`src/hdl/wsalu_pkg.sv`:
```
`timescale 1ns / 1ps
package wsalu_pkg;

    localparam int DATA_W          = 64;
    localparam int HALF_W          = DATA_W / 2;
    localparam int QUEUE_DEPTH_DEF = 4;

    typedef enum logic [3:0] {
        ACT_ADD  = 4'd0,
        ACT_SUB  = 4'd1,
        ACT_MUL  = 4'd2,
        ACT_DIV  = 4'd3,
        ACT_MOD  = 4'd4,
        ACT_SHL  = 4'd5,
        ACT_SHR  = 4'd6,
        ACT_NOTA = 4'd7,
        ACT_NOTB = 4'd8,
        ACT_AND  = 4'd9,
        ACT_OR   = 4'd10,
        ACT_XOR  = 4'd11
    } t_action;

    typedef enum logic [1:0] {
        WIDTH_8  = 2'd0,
        WIDTH_16 = 2'd1,
        WIDTH_32 = 2'd2,
        WIDTH_64 = 2'd3
    } t_width;

    typedef enum logic [1:0] {
        CLS_SIMPLE = 2'd0,
        CLS_MUL    = 2'd1,
        CLS_DIV    = 2'd2,
        CLS_DIVZ   = 2'd3
    } t_op_class;

    typedef struct packed {
        logic [3:0]        action;
        logic [DATA_W-1:0] operand_a;
        logic [DATA_W-1:0] operand_b;
    } t_in;

    typedef struct packed {
        logic [DATA_W-1:0] result;
        logic              divide_by_zero;
    } t_out;

    typedef struct packed {
        logic [3:0]        action;
        t_op_class         cls;
        logic [DATA_W-1:0] a;
        logic [DATA_W-1:0] b;
    } t_entry;

    typedef struct packed {
        logic busy;
        logic done;
    } t_div_stat;

    function automatic logic [DATA_W-1:0] width_max(input logic [1:0] mode);
        logic [DATA_W-1:0] m;
        case (mode)
            WIDTH_8:  m = DATA_W'(64'hFF);
            WIDTH_16: m = DATA_W'(64'hFFFF);
            WIDTH_32: m = DATA_W'(64'hFFFF_FFFF);
            default:  m = '1;
        endcase
        return m;
    endfunction

    function automatic logic [DATA_W-1:0] clamp(input logic [DATA_W-1:0] v,
                                                input logic [1:0] mode);
        logic [DATA_W-1:0] m;
        m = width_max(mode);
        return (v > m) ? m : v;
    endfunction

endpackage

```
`src/hdl/wsalu_queue.sv`:
```
`timescale 1ns / 1ps
module wsalu_queue #(
    parameter int DEPTH = wsalu_pkg::QUEUE_DEPTH_DEF
) (
    input  logic              i_clk,
    input  logic              i_rst_n,
    input  logic              i_push,
    input  wsalu_pkg::t_entry i_entry,
    input  logic              i_pop,
    output logic              o_full,
    output logic              o_valid,
    output wsalu_pkg::t_entry o_entry
);
    import wsalu_pkg::*;

    localparam int AW = (DEPTH > 1) ? $clog2(DEPTH) : 1;
    localparam int CW = $clog2(DEPTH + 1);

    t_entry        r_mem [DEPTH];
    logic [AW-1:0] r_wr_ptr, n_wr_ptr;
    logic [AW-1:0] r_rd_ptr, n_rd_ptr;
    logic [CW-1:0] r_count, n_count;

    function automatic logic [AW-1:0] ptr_inc(input logic [AW-1:0] p);
        return (p == AW'(DEPTH - 1)) ? '0 : p + AW'(1);
    endfunction

    assign o_full  = (r_count == CW'(DEPTH));
    assign o_valid = (r_count != '0);
    assign o_entry = r_mem[r_rd_ptr];

    always_comb begin
        n_wr_ptr = i_push ? ptr_inc(r_wr_ptr) : r_wr_ptr;
        n_rd_ptr = i_pop  ? ptr_inc(r_rd_ptr) : r_rd_ptr;
        n_count  = r_count + CW'(i_push) - CW'(i_pop);
    end

    always_ff @(posedge i_clk) begin
        if (!i_rst_n) begin
            r_wr_ptr <= '0;
            r_rd_ptr <= '0;
            r_count  <= '0;
        end else begin
            r_wr_ptr <= n_wr_ptr;
            r_rd_ptr <= n_rd_ptr;
            r_count  <= n_count;
        end
    end

    always_ff @(posedge i_clk) begin
        if (i_push) begin
            r_mem[r_wr_ptr] <= i_entry;
        end
    end

    a_no_overflow: assert property (@(posedge i_clk) disable iff (!i_rst_n)
        !(i_push && o_full && !i_pop)) else $error("queue push while full");
    a_no_underflow: assert property (@(posedge i_clk) disable iff (!i_rst_n)
        !(i_pop && !o_valid)) else $error("queue pop while empty");
    a_count_range: assert property (@(posedge i_clk) disable iff (!i_rst_n)
        r_count <= CW'(DEPTH)) else $error("queue count out of range");

endmodule

```
`config.mk`:
```
export PLATFORM = sky130hd
export DESIGN_NAME = wsalu_queue
export DESIGN_NICKNAME = d
export VERILOG_FILES = /design/src/hdl/wsalu_pkg.sv /design/src/hdl/wsalu_queue.sv
export SDC_FILE = /design/constraint.sdc
export NUM_CORES = 1
export LEC_CHECK = 0
export ABC_AREA = 1
export BUFFER_PORTS_ARGS = -buffer_cell sky130_fd_sc_hd__buf_4
export CAP_MARGIN = 15
export CELL_PAD_IN_SITES_DETAIL_PLACEMENT = 1
export CELL_PAD_IN_SITES_GLOBAL_PLACEMENT = 2
export CORE_MARGIN = 5
export CORE_UTILIZATION = 43
export DETAILED_ROUTE_END_ITERATION = 8
export PLACE_DENSITY = 0.84
export SYNTH_ARGS = -nofsm -noshare
export SYNTH_HDL_FRONTEND = slang
export SYNTH_SLANG_ARGS = --single-unit
```
`constraint.sdc`:
```
create_clock -name i_clk -period 10.21 [get_ports i_clk]
set_input_delay 2.042 -clock i_clk [delete_from_list [all_inputs] [get_ports i_clk]]
set_output_delay 2.042 -clock i_clk [all_outputs]
set_load 0.01 [all_outputs]
```
== Yosys cells after proc, flatten, opt, wreduce, memory -nomap -nowiden ==
Memories as Yosys holds them, arrays and structs flattened. A register that Yosys moved wholly into a read port is not among the register bits.
Index checks and enable logic that the tools add are counted.

* Multiplexer cells: 6
* Equality and inequality tests: 3
* Reduce and logical (&&, ||, !) cells: 1
* Add/subtract/negate cells: 4

{| class="wikitable"
|+ Operators by type and width
! operator !! number
|-
| two-way mux 2 bit || 4
|-
| adder 2 x 1 -> 2 bit (second input constant) || 2
|-
| == test 2 bit (second input constant) || 2
|-
| adder 3 x 1 -> 3 bit || 1
|-
| == test 3 bit (second input constant) || 1
|-
| nonzero test 3 bit || 1
|-
| subtractor 3 x 1 -> 3 bit || 1
|-
| two-way mux 1 bit || 2
|}

* Memories kept: 1
* Bits in writable memories: 536
* Register bits: 7
* Logic and storage cells: 18
* Output and inout bits: 136

{| class="wikitable"
|+ Memory list
! memory !! depth !! width !! rd ports !! clocked after memory_dff !! wr ports !! line !! RTL
|-
| r_mem || 4 || 134 || 1 || 1 || 1 || wsalu_queue.sv:19 || <nowiki>t_entry r_mem [DEPTH];</nowiki>
|}

== Longest topological paths before layout ==
* Word-level depth: 4
* Depth in mapped cells: 8
* Depth with buffers taken out: 8

== Worst setup path after synthesis ==
Ideal clock, no wire load.

* Path type: in2reg
* Start point: input port i_push
* End point: memory r_mem[3][0] in the netlist's numbering, enable pin
* Path buffers: 1
* Cell stages on the path: 3
* Slack: 4.777 ns
* Arrival time: 4.945 ns
* Required time: 9.722 ns
* Cell sequence: clkbuf_1 > nand2_1 > inv_1

* Word-level cells in the longest chain between the ends: 2

{| class="wikitable"
|+ RTL lines
! element !! line !! RTL
|-
| start, declared || wsalu_queue.sv:7 || <nowiki>input logic i_push,</nowiki>
|-
| two-way mux 1 bit || wsalu_queue.sv:51 || <nowiki>if (i_push) begin</nowiki>
|-
| two-way mux 1 bit (not written as such) || wsalu_queue.sv:52 || <nowiki>r_mem[r_wr_ptr] <= i_entry;</nowiki>
|-
| end, declared || wsalu_queue.sv:19 ||
|}

No other way between the ends.

==> flow_metrics.tcl <==
set metrics [dict create \
    io_buffers 273 \
    cts.sinks 545 \
    grt_usage_pct 17.3 \
    p_per_area_nw_per_um2 197 \
    drc_errors 0 \
    rsz0062_at_grt "false" \
    clk_latency_ns 0.59 \
    coreArea_um2 50300 \
    setup_viol 0 \
    diodes 0 \
    required_ns 8.17 \
    synth_enable_flop_cells 536 \
    row_count 82 \
    die_width_um 236 \
    viasPerCell 5.01 \
    fin_crit_sh_pct 51.3 \
    total_power_w 0.00514 \
    crit_type "reg -> out" \
    ir_worst_vdd_mv 0.159 \
    gp_congestion 0.721 \
    seqPwrFrac_pct 50.9 \
    drv_slew 0 \
    cts_max_path_buffers 3 \
    grt_pass1_wl_um 77000 \
    cts_tree "done" \
    ys_async_sr_fraction_pct 0 \
    place_hpwl_um 29500 \
    ant_nets 0 \
    wl_per_cell_um 19.1 \
    cts_setup_buffers 0 \
    syn-instance-count 1623 \
    synth-seq-area-share_pct 74.4 \
    layout_min_cycle_time_ns 5.23 \
    dr_total_vias 12959 \
    numCtsBuffers 56 \
    layout_commonest_cell "edfxtp_1" \
    final_cell_mix "edfxtp_1 (536), buf_4 (280), inv_1 (279), nand2_1 (279), a21oi_1 (137)" \
    ys.flop_type "edfxtp_1" \
    routed_wl_um 49400 \
    grt_pass1_vias 13920 \
    clk_pin_slew_ns 0.06 \
    hold_path.class "reg -> reg" \
    ys_types 18 \
    whs_ns 0.508 \
    pwr-share-clk_pct 38.0 \
    die_y_um 236 \
    initial_core_util_pct 43.5 \
    swShare_pct 23.3 \
    leakage_nw 10.0 \
    die-area_um2 55500 \
    max_freq_ghz 0.191 \
    drive_gt1_share_pct 23.7 \
    p_switching_w 0.00120 \
    first_pass_iters 4 \
    outcome "finished, final reports clean" \
    grt_max_degree 258 \
    intPower_w 0.00394 \
    tns_ns 0 \
    htreeDepth 2 \
    ys_ff_latch 545 \
    ctsResizeCount 0 \
    avgSynthCellArea_um2 13.5 \
    syn_area_um2 21900 \
    synthesis.nets 1769 \
    root_buffer "clkbuf_16" \
    yosysWarnings 0 \
    crit_arrival_ns 3.19 \
    crit_fanout 257 \
    io_pins 274 \
    synthToLayoutAreaGrowth_pct 19.3 \
    fin_worst_skew_ns 0.0106 \
    relSlewSlack_pct 17.7 \
    overflow 0 \
    fin_nets 2018 \
    drtIter0Drc 617 \
    worst-slew-pin-transition_ns 1.23 \
    power_frac_comb_pct 11.1 \
    antenna_found_initial 4 \
    start_kind "register" \
    hold_viol 0 \
    drv_cap 0 \
    holdBufCountCts 0 \
    end_kind "primary output" \
]
## final cells by class
class,instances,area (um^2)
clock inverters,31,274
clock buffers,70,1480
flip-flops and latches,545,16300
multi-input cells,704,4020
well taps,672,841
fillers,5055,24200
repair buffers,282,2140
inverters,283,1080
## worst max-delay path, stage by stage (launching register included)
cell	delay, ns
dfxtp_4	0.99
buf_12	0.65
a21oi_1	0.20
o21ai_0	0.14
nand2_1	0.09
buf_4	0.15
## synthesized netlist by cell type, drive strengths merged (2+ instances only)
cell type  number  area share (%)
ha              7            0.40
o21ai         135             3.1
nand2         279             4.8
nand3           2           0.046
edfxtp        536              74
buf            73             2.1
nor2            7            0.12
dfxtp           9            0.82
o211ai        134             6.7
a21oi         137             3.1
clkbuf         18            0.31
inv           283             4.9
## power groups by stage
stage | clock network, W | registers (W) | logic [W]
2_1_floorplan | 0 | 0.00265 | 0.000309
3_3_place_gp | 0 | 0.00265 | 0.000565
3_5_place_dp | 0 | 0.00266 | 0.000581
4_1_cts | 0.00201 | 0.00261 | 0.000585
5_1_grt | 0.00210 | 0.00262 | 0.000632
6_report | 0.00195 | 0.00261 | 0.000571
## final timing paths
check / slack (ns) / from / cells past startpoint / to
hold / removal: 0.51 / r_rd_ptr[0] / 2 / register
setup reg to reg: 7.58 / r_wr_ptr[0] / 5 / r_mem[0][9]
setup / recovery: 4.98 / register / 5 / o_entry[37]
hold reg to reg: 0.51 / r_rd_ptr[0] / 2 / register
## flip-flops by register name (all words and copies together) (netlist names), named ones only
| name | count |
|---|---|
| r_wr_ptr | 2 |
| r_mem | 536 |
| r_count | 3 |
| r_rd_ptr | 2 |
## layer usage
metal | GRT usage, % | routed length [um] | vias up | share of wire (%)
met4 | 4.22 | 1060 | 8 | 2.1
met5 | 0 | 74 | - | 0.15
li1 | - | - | 6150 | -
met1 | 21.4 | 20500 | 6461 | 42
met3 | 5.44 | 3160 | 83 | 6.4
met2 | 30.0 | 24500 | 257 | 50
## kinds of logic (layout without fill, tap and decap cells)
| group | after synthesis | after routing | synth area share [%] |
|---|---|---|---|
| flip-flops | 545 | 545 | 74.4 |
| adder cells (fa/ha/maj) | 8 | 8 | 0.492 |
| buffers and inverters | 374 | 666 | 7.27 |
| AO/OA/AOI/OAI | 406 | 406 | 12.9 |
| AND/OR/NAND/NOR | 289 | 289 | 4.97 |
| XOR/XNOR | 1 | 1 | 0.0400 |
## metrics by stage
stage | cell area (um^2) | utilization (%) | setup WS (ns) | cells
finish | 26100 | 52.0 | 4.98 | 2587
global route | 26100 | 52.0 | 4.71 | 2587
CTS | 26100 | 52.0 | 5.01 | 2587
detailed placement | 24400 | 48.5 | 5.67 | 2486
global placement | 24400 | 48.5 | 5.75 | 2486
floorplan | 21900 | - | 4.78 | 1623
Power figures use the tool's default switching activity.
