===== src/hdl/wsalu_pkg.sv =====
`timescale 1ns / 1ps
package wsalu_pkg;

    localparam int DATA_W          = 64;
    localparam int HALF_W          = DATA_W / 2;
    localparam int QUEUE_DEPTH_DEF = 4;

    typedef enum logic [3:0] {
        ACT_ADD  = 4'd0,
        ACT_SUB  = 4'd1,
        ACT_MUL  = 4'd2,
        ACT_DIV  = 4'd3,
        ACT_MOD  = 4'd4,
        ACT_SHL  = 4'd5,
        ACT_SHR  = 4'd6,
        ACT_NOTA = 4'd7,
        ACT_NOTB = 4'd8,
        ACT_AND  = 4'd9,
        ACT_OR   = 4'd10,
        ACT_XOR  = 4'd11
    } t_action;

    typedef enum logic [1:0] {
        WIDTH_8  = 2'd0,
        WIDTH_16 = 2'd1,
        WIDTH_32 = 2'd2,
        WIDTH_64 = 2'd3
    } t_width;

    typedef enum logic [1:0] {
        CLS_SIMPLE = 2'd0,
        CLS_MUL    = 2'd1,
        CLS_DIV    = 2'd2,
        CLS_DIVZ   = 2'd3
    } t_op_class;

    typedef struct packed {
        logic [3:0]        action;
        logic [DATA_W-1:0] operand_a;
        logic [DATA_W-1:0] operand_b;
    } t_in;

    typedef struct packed {
        logic [DATA_W-1:0] result;
        logic              divide_by_zero;
    } t_out;

    typedef struct packed {
        logic [3:0]        action;
        t_op_class         cls;
        logic [DATA_W-1:0] a;
        logic [DATA_W-1:0] b;
    } t_entry;

    typedef struct packed {
        logic busy;
        logic done;
    } t_div_stat;

    function automatic logic [DATA_W-1:0] width_max(input logic [1:0] mode);
        logic [DATA_W-1:0] m;
        case (mode)
            WIDTH_8:  m = DATA_W'(64'hFF);
            WIDTH_16: m = DATA_W'(64'hFFFF);
            WIDTH_32: m = DATA_W'(64'hFFFF_FFFF);
            default:  m = '1;
        endcase
        return m;
    endfunction

    function automatic logic [DATA_W-1:0] clamp(input logic [DATA_W-1:0] v,
                                                input logic [1:0] mode);
        logic [DATA_W-1:0] m;
        m = width_max(mode);
        return (v > m) ? m : v;
    endfunction

endpackage


===== src/hdl/wsalu_front.sv =====
`timescale 1ns / 1ps
module wsalu_front (
    input  logic            i_start,
    input  logic            i_full,
    input  logic [1:0]      i_width_mode,
    input  wsalu_pkg::t_in  i_in,
    output logic            o_push,
    output wsalu_pkg::t_entry o_entry
);
    import wsalu_pkg::*;

    logic [DATA_W-1:0] a_sat;
    logic [DATA_W-1:0] b_sat;

    always_comb begin
        a_sat  = clamp(i_in.operand_a, i_width_mode);
        b_sat  = clamp(i_in.operand_b, i_width_mode);
        o_push = i_start && !i_full;
        o_entry.action = i_in.action;
        o_entry.a      = a_sat;
        o_entry.b      = b_sat;
        case (i_in.action)
            ACT_MUL: begin
                o_entry.cls = CLS_MUL;
            end
            ACT_DIV, ACT_MOD: begin
                o_entry.cls = (b_sat == '0) ? CLS_DIVZ : CLS_DIV;
            end
            default: begin
                o_entry.cls = CLS_SIMPLE;
            end
        endcase
    end

endmodule


===== config.mk =====
export PLATFORM = sky130hd
export DESIGN_NAME = wsalu_front
export DESIGN_NICKNAME = d
export VERILOG_FILES = /design/src/hdl/wsalu_pkg.sv /design/src/hdl/wsalu_front.sv
export SDC_FILE = /design/constraint.sdc
export NUM_CORES = 1
export LEC_CHECK = 0
export ABC_CLOCK_PERIOD_IN_PS = 3850
export BUFFER_PORTS_ARGS = -buffer_cell sky130_fd_sc_hd__buf_2
export CAP_MARGIN = 20
export CELL_PAD_IN_SITES_DETAIL_PLACEMENT = 2
export CELL_PAD_IN_SITES_GLOBAL_PLACEMENT = 2
export CORE_MARGIN = 5
export CORE_UTILIZATION = 21
export DETAILED_ROUTE_END_ITERATION = 7
export PLACE_DENSITY = 0.82
export SYNTH_ARGS = -nofsm -noshare
export SYNTH_HDL_FRONTEND = slang
export SYNTH_SLANG_ARGS = --single-unit
export TNS_END_PERCENT = 100

===== constraint.sdc =====
create_clock -name vclk -period 3.85
set_input_delay 0.1925 -clock vclk [all_inputs]
set_output_delay 0.1925 -clock vclk [all_outputs]
set_load 0.03 [all_outputs]

-- Word level (Yosys, flattened, before mapping)
Index checks and enable logic that the tools add are counted.
Widths: inputs -> output; s select.
- bits in registers: 0
- bits in latches: 0
- memory bits (writable): 0
- memory bits (read-only): 0
- memories: 0
- input port bits: 136
- reduce and logical (&&, ||, !) cells: 5
- divide/modulo/power cells: 0
- mux-type cells: 5
- multipliers: 0
- shift-type cells: 0
- $lt $le $gt $ge: 2
- equality and inequality tests: 5
- bitwise operators: 0
- $add $sub $neg: 0
- operators with widths (cell ; number):
    $pmux 64 s3 ; 1
    $gt 64x64->1 ; 2
    $mux 64 ; 2
    $logic_not 64->1 ; 1
    $eq 4x2->1 const B ; 2
    $eq 4x3->1 const B ; 1
    $pmux 2 s2 ; 1
    $eq 2x1->1 const B ; 1
    $eq 2x2->1 const B ; 1
    $logic_not 2->1 ; 1
    $reduce_or 2->1 ; 1
    $logic_and 1x1->1 ; 1
    $logic_not 1->1 ; 1
    $mux 1 ; 1

-- Logic depth before layout (Yosys ltp)
Gate-level depths: netlist of run 1.
- depth after elaboration: 7
- mapped depth: 15
- gate-level depth less buffers: 10

-- Least setup slack after synthesis of run 1
No wires, ideal clock.
- path type: input-to-output
- start: input i_width_mode[1]
- end: output o_entry[86] (netlist name)
- cell stages on the path: 14
- buffers on the path: 4
- path slack: -0.552 ns
- arrival time: 4.210 ns
- path through: buf_2 > buf_2 > and2_1 > clkbuf_1 > inv_1 > ha_1 > and4_1 > a31oi_1 > a21boi_0 > o21ai_0 > a211oi_1 > a31oi_4 > buf_2 > mux2i_1
- RTL lines (item ; RTL line ; RTL):
    start: declaration ; wsalu_front.sv:5 ; input logic [1:0] i_width_mode,
    end: declaration ; wsalu_front.sv:8 ; output wsalu_pkg::t_entry o_entry

==> flow_summary.json, run 1 <==
{
  "dpl.hpwl_um": 17200,
  "seq_cells": 0,
  "grt_pass1_vias": 5588,
  "die_w_um": 153,
  "yosysWarnings": 0,
  "slew_headroom": 0.568,
  "post-synth-top-area-cell": "ha_1",
  "hold_buffers": 0,
  "ir_worst_vdd_mv": 0.0817,
  "grt_pass1_wl_um": 30800,
  "cp_top_family": "compound AO/OA/AOI/OAI gates",
  "numPortBuffers": 271,
  "multi_input_area_um2": 4300,
  "viasPerCell": 4.96,
  "startpoint": "i_width_mode[0]",
  "dp_slack_ns": 0.177,
  "dr.pass1.iters": 4,
  "gp_congestion": 0.774,
  "initial_core_util": 0.213,
  "cp-end-kind": "output pin",
  "drc": 0,
  "grt_max_degree": 65,
  "critPathMaxFanout": 29,
  "seq_area_um2": 0,
  "drive_gt1_frac": 0.558,
  "rsz0062_at_grt": "false",
  "grt_usage": 0.155,
  "setup_viol": 0,
  "hold_viol_final": 0,
  "syn_nets": 740,
  "setup_slack_ns": 0.204,
  "final.fill_count": 2398,
  "tns_ns": 0,
  "placed_cell_area_um2": 6280,
  "wl_per_cell_um": 18.8,
  "yosysMostFrequentCell": "ha_1",
  "required_ns": 3.66,
  "cpPeakStageDelay_ns": 0.47,
  "route.vias.total": 5177,
  "yosysSeqAreaShare": 0,
  "synth_top_area_share": 0.256,
  "wl_um": 19600,
  "fin_crit_sh": 0.947,
  "crit_cells": 15,
  "antenna_found_initial": 2,
  "hold_path_depth": 3,
  "start_kind": "primary input",
  "first_iter_violations": 104,
  "netlist_area_um2": 4310,
  "dpl.cell_count": 1043,
  "fin_util": 0.310,
  "dieArea_um2": 23500,
  "areaGrowthSynthToFinish_pct": 45.8,
  "synth_area_per_cell_um2": 8.35,
  "netlist_top_cells_area": "ha_1 (26%), mux2_1 (14%), mux2_2 (11%)",
  "powerDensity_nw_per_um2": 201,
  "layoutNonFillerInstCount": 1044,
  "drv_slew": 0,
  "die_y_um": 153,
  "core_area_um2": 20200,
  "power_mw": 1.26,
  "cts_resized": 0,
  "overflow": 0,
  "nClkBuffers": 0,
  "min_period_ns": 3.65,
  "rows": 52,
  "p_leak_nw": 3.12,
  "design_area_um2": 6280,
  "fin_nets": 999,
  "synth_cells": 516,
  "fin_hold_ws_ns": 0.654,
  "fmax_mhz": 274,
  "critPathKind": "in2out",
  "max_cap_violations": 0,
  "ant_nets": 0,
  "yosysUniqueCellTypes": 53,
  "arrival_ns": 3.45,
  "critPathSlowestCell": "a211oi_1",
  "crit_chain": "buf_2 > and2_4 > clkinvlp_4 > buf_12 > buf_4 > ha_1 > a211oi_1 > o21ai_0 > a22oi_1 > a21boi_0 > a211oi_1 > a31oi_4 > buf_12 > mux2_4 > buf_2",
  "post_cts_buffers": 0,
  "cp-endpoint": "o_entry[115]",
  "tightest_slew_ns": 0.648,
  "status": "complete, no violations",
  "critical_path_buf_inv_count": 6,
  "io_pins": 271,
  "synth_common_cells": "ha_1 (88), mux2_1 (52), mux2_2 (42), a21oi_1 (34), nand2_1 (31)",
  "hold_path.class": "in2out"
}
## cell type report
cell class | count | area share
well taps | 270 | 0.0538
multi-input cells | 466 | 0.684
inverters | 16 | 0.0102
repair buffers | 291 | 0.252
diodes | 1 | 0.000398
## worst min-delay path, cell delays in order
cell and delay, ns:
buf_2 0.08, nor2b_1 0.03, buf_2 0.16
## layer usage
layer / global-route usage / part of all wire
met5: 0 / 0.00036
met4: 0.0123 / 0.0081
met3: 0.0147 / 0.045
met2: 0.299 / 0.52
met1: 0.193 / 0.42
## cells by family after synthesis
logic type      share of synthesized area
mux                                 0.306
simple gates                        0.200
compound gates                      0.170
fa+ha+maj                           0.256
buf+inv                            0.0685
## power by group
part           switching, mW  internal [mW]    total [mW]
logic                  0.751          0.511          1.26
registers                  0              0             0
clock network              0   0.0000000349  0.0000000349
total                  0.751          0.511          1.26
## how the worst min path moves through the flow
stage / startpoint / end
floorplan: i_full / o_push
global placement: i_full / o_push
detailed placement: i_full / o_push
CTS: i_full / o_push
global route: i_full / o_push
finish: i_full / o_push
## layout by cell type (no fill, tap or decap), types with 12 or more instances in the layout
| cell type | instances |
|---|---|
| o21ai_0 | 15 |
| nand4_1 | 22 |
| nor4_1 | 19 |
| nand3_1 | 12 |
| a21oi_1 | 34 |
| or2_2 | 18 |
| mux2_2 | 42 |
| nand2_1 | 31 |
| mux2_4 | 66 |
| buf_4 | 14 |
| buf_2 | 271 |
| inv_1 | 15 |
| ha_1 | 84 |
| nor2_1 | 16 |
Note: power is estimated with default switching activity, not from simulation.
==> run 2: changes to the inputs <==
--- a/config.mk
+++ b/config.mk
@@ -13,6 +13,7 @@
 export CORE_MARGIN = 5
 export CORE_UTILIZATION = 21
 export DETAILED_ROUTE_END_ITERATION = 7
+export GPL_TIMING_DRIVEN = 0
 export PLACE_DENSITY = 0.82
 export SYNTH_ARGS = -nofsm -noshare
 export SYNTH_HDL_FRONTEND = slang
==> flow_summary.json, run 2 (synthesized netlist as in run 1, its figures left out) <==
{
  "first_iter_violations": 160,
  "hold_path_depth": 3,
  "ir_worst_vdd_mv": 0.0685,
  "gp_congestion": 0.812,
  "fin_hold_ws_ns": 0.655,
  "dp_slack_ns": -0.976,
  "arrival_ns": 3.47,
  "slew_headroom": 0.476,
  "hold_path.class": "in2out",
  "dieArea_um2": 23500,
  "areaGrowthSynthToFinish_pct": 57.9,
  "io_pins": 271,
  "seq_area_um2": 0,
  "critPathMaxFanout": 11,
  "critPathKind": "in2out",
  "grt_max_degree": 22,
  "antenna_found_initial": 2,
  "core_area_um2": 20200,
  "final.fill_count": 2367,
  "setup_slack_ns": 0.187,
  "drv_slew": 0,
  "layoutNonFillerInstCount": 1081,
  "seq_cells": 0,
  "hold_viol_final": 0,
  "status": "complete, no violations",
  "min_period_ns": 3.66,
  "tightest_slew_ns": 0.779,
  "p_leak_nw": 3.36,
  "grt_pass1_vias": 5981,
  "fmax_mhz": 273,
  "powerDensity_nw_per_um2": 202,
  "startpoint": "i_width_mode[1]",
  "initial_core_util": 0.213,
  "dpl.hpwl_um": 18500,
  "start_kind": "primary input",
  "cp-end-kind": "output pin",
  "wl_um": 22300,
  "max_cap_violations": 0,
  "dpl.cell_count": 1058,
  "route.vias.total": 5422,
  "drive_gt1_frac": 0.584,
  "setup_viol": 0,
  "die_y_um": 153,
  "multi_input_area_um2": 4400,
  "overflow": 0,
  "nClkBuffers": 0,
  "ant_nets": 0,
  "dr.pass1.iters": 6,
  "drc": 0,
  "grt_usage": 0.175,
  "numPortBuffers": 271,
  "grt_pass1_wl_um": 34100,
  "rows": 52,
  "fin_util": 0.336,
  "final_common_cell": "buf_2",
  "required_ns": 3.66,
  "viasPerCell": 5.02,
  "hold_path_startpoint": "i_full",
  "fin_crit_sh": 0.952,
  "hold_buffers": 0,
  "wl_per_cell_um": 20.6,
  "final_cell_mix": "buf_2 (269), ha_1 (82), mux2_4 (66)",
  "die_w_um": 153,
  "fin_nets": 1036
}
-- run 2: cell count changes in the layout (fill, tap and decap cells not counted), moves of 3 or more --
cell	delta
clkinvlp_4	+3
buf_8	+4
clkbuf_2	+3
clkbuf_1	+8
buf_4	+11
buf_12	+6
-- run 2: routing by layer --
layer | track usage | wire (µm)
met1 | 0.223 | 9580
met2 | 0.332 | 11700
met3 | 0.0164 | 885
met4 | 0.00764 | 129
met5 | 0 | 7
-- run 2: worst max-delay path, cell delays in order --
cell	delay (ns)
buf_4	0.14
buf_12	0.12
and2_4	0.16
clkinvlp_4	0.11
buf_12	0.15
buf_12	0.15
ha_1	0.31
nand4_1	0.13
buf_4	0.17
nor4_4	0.34
and4_4	0.30
buf_4	0.10
nand4_1	0.10
and2_4	0.21
buf_8	0.15
buf_8	0.16
mux2_4	0.30
buf_2	0.18
-- run 2: through the flow --
stage	TNS, ns	area [µm²]	total power, mW
2_1_floorplan	-8.72	4630	0.894
3_3_place_gp	-188.90	6320	1.26
3_5_place_dp	-106.78	6340	1.30
4_1_cts	0	6580	1.35
5_1_grt	-0.0322	6810	1.47
6_report	0	6810	1.37
-- run 2: path summary, 6_finish.rpt --
path,slack (ns),to
worst max-delay path,0.19,o_entry[25]
worst min-delay path,0.66,o_push
-- run 2: final cells by class --
type,count,share of cell area
multi-input cells,466,0.647
repair buffers,295,0.242
well taps,270,0.0496
plain buffers,32,0.0491
inverters,16,0.0105
repair inverters,1,0.00110
diodes,1,0.000368
-- run 2: where the power goes --
group / internal, mW / leakage, nW / switching, mW / total (mW)
Combinational: 0.575 / 3.36 / 0.797 / 1.37
Sequential: 0 / 0 / 0 / 0
Clock: 0.0000000347 / 0.00000634 / 0 / 0.0000000347
-- run 2: what timing repair did --
action / CTS / global route
gates cloned: 2 / 2
endpoints found under the setup margin: 129 / 129
pin swaps: 5 / 8
endpoints found under the hold margin: 0 / 0
setup buffers: 10 / 10
resized for setup: 28 / 27
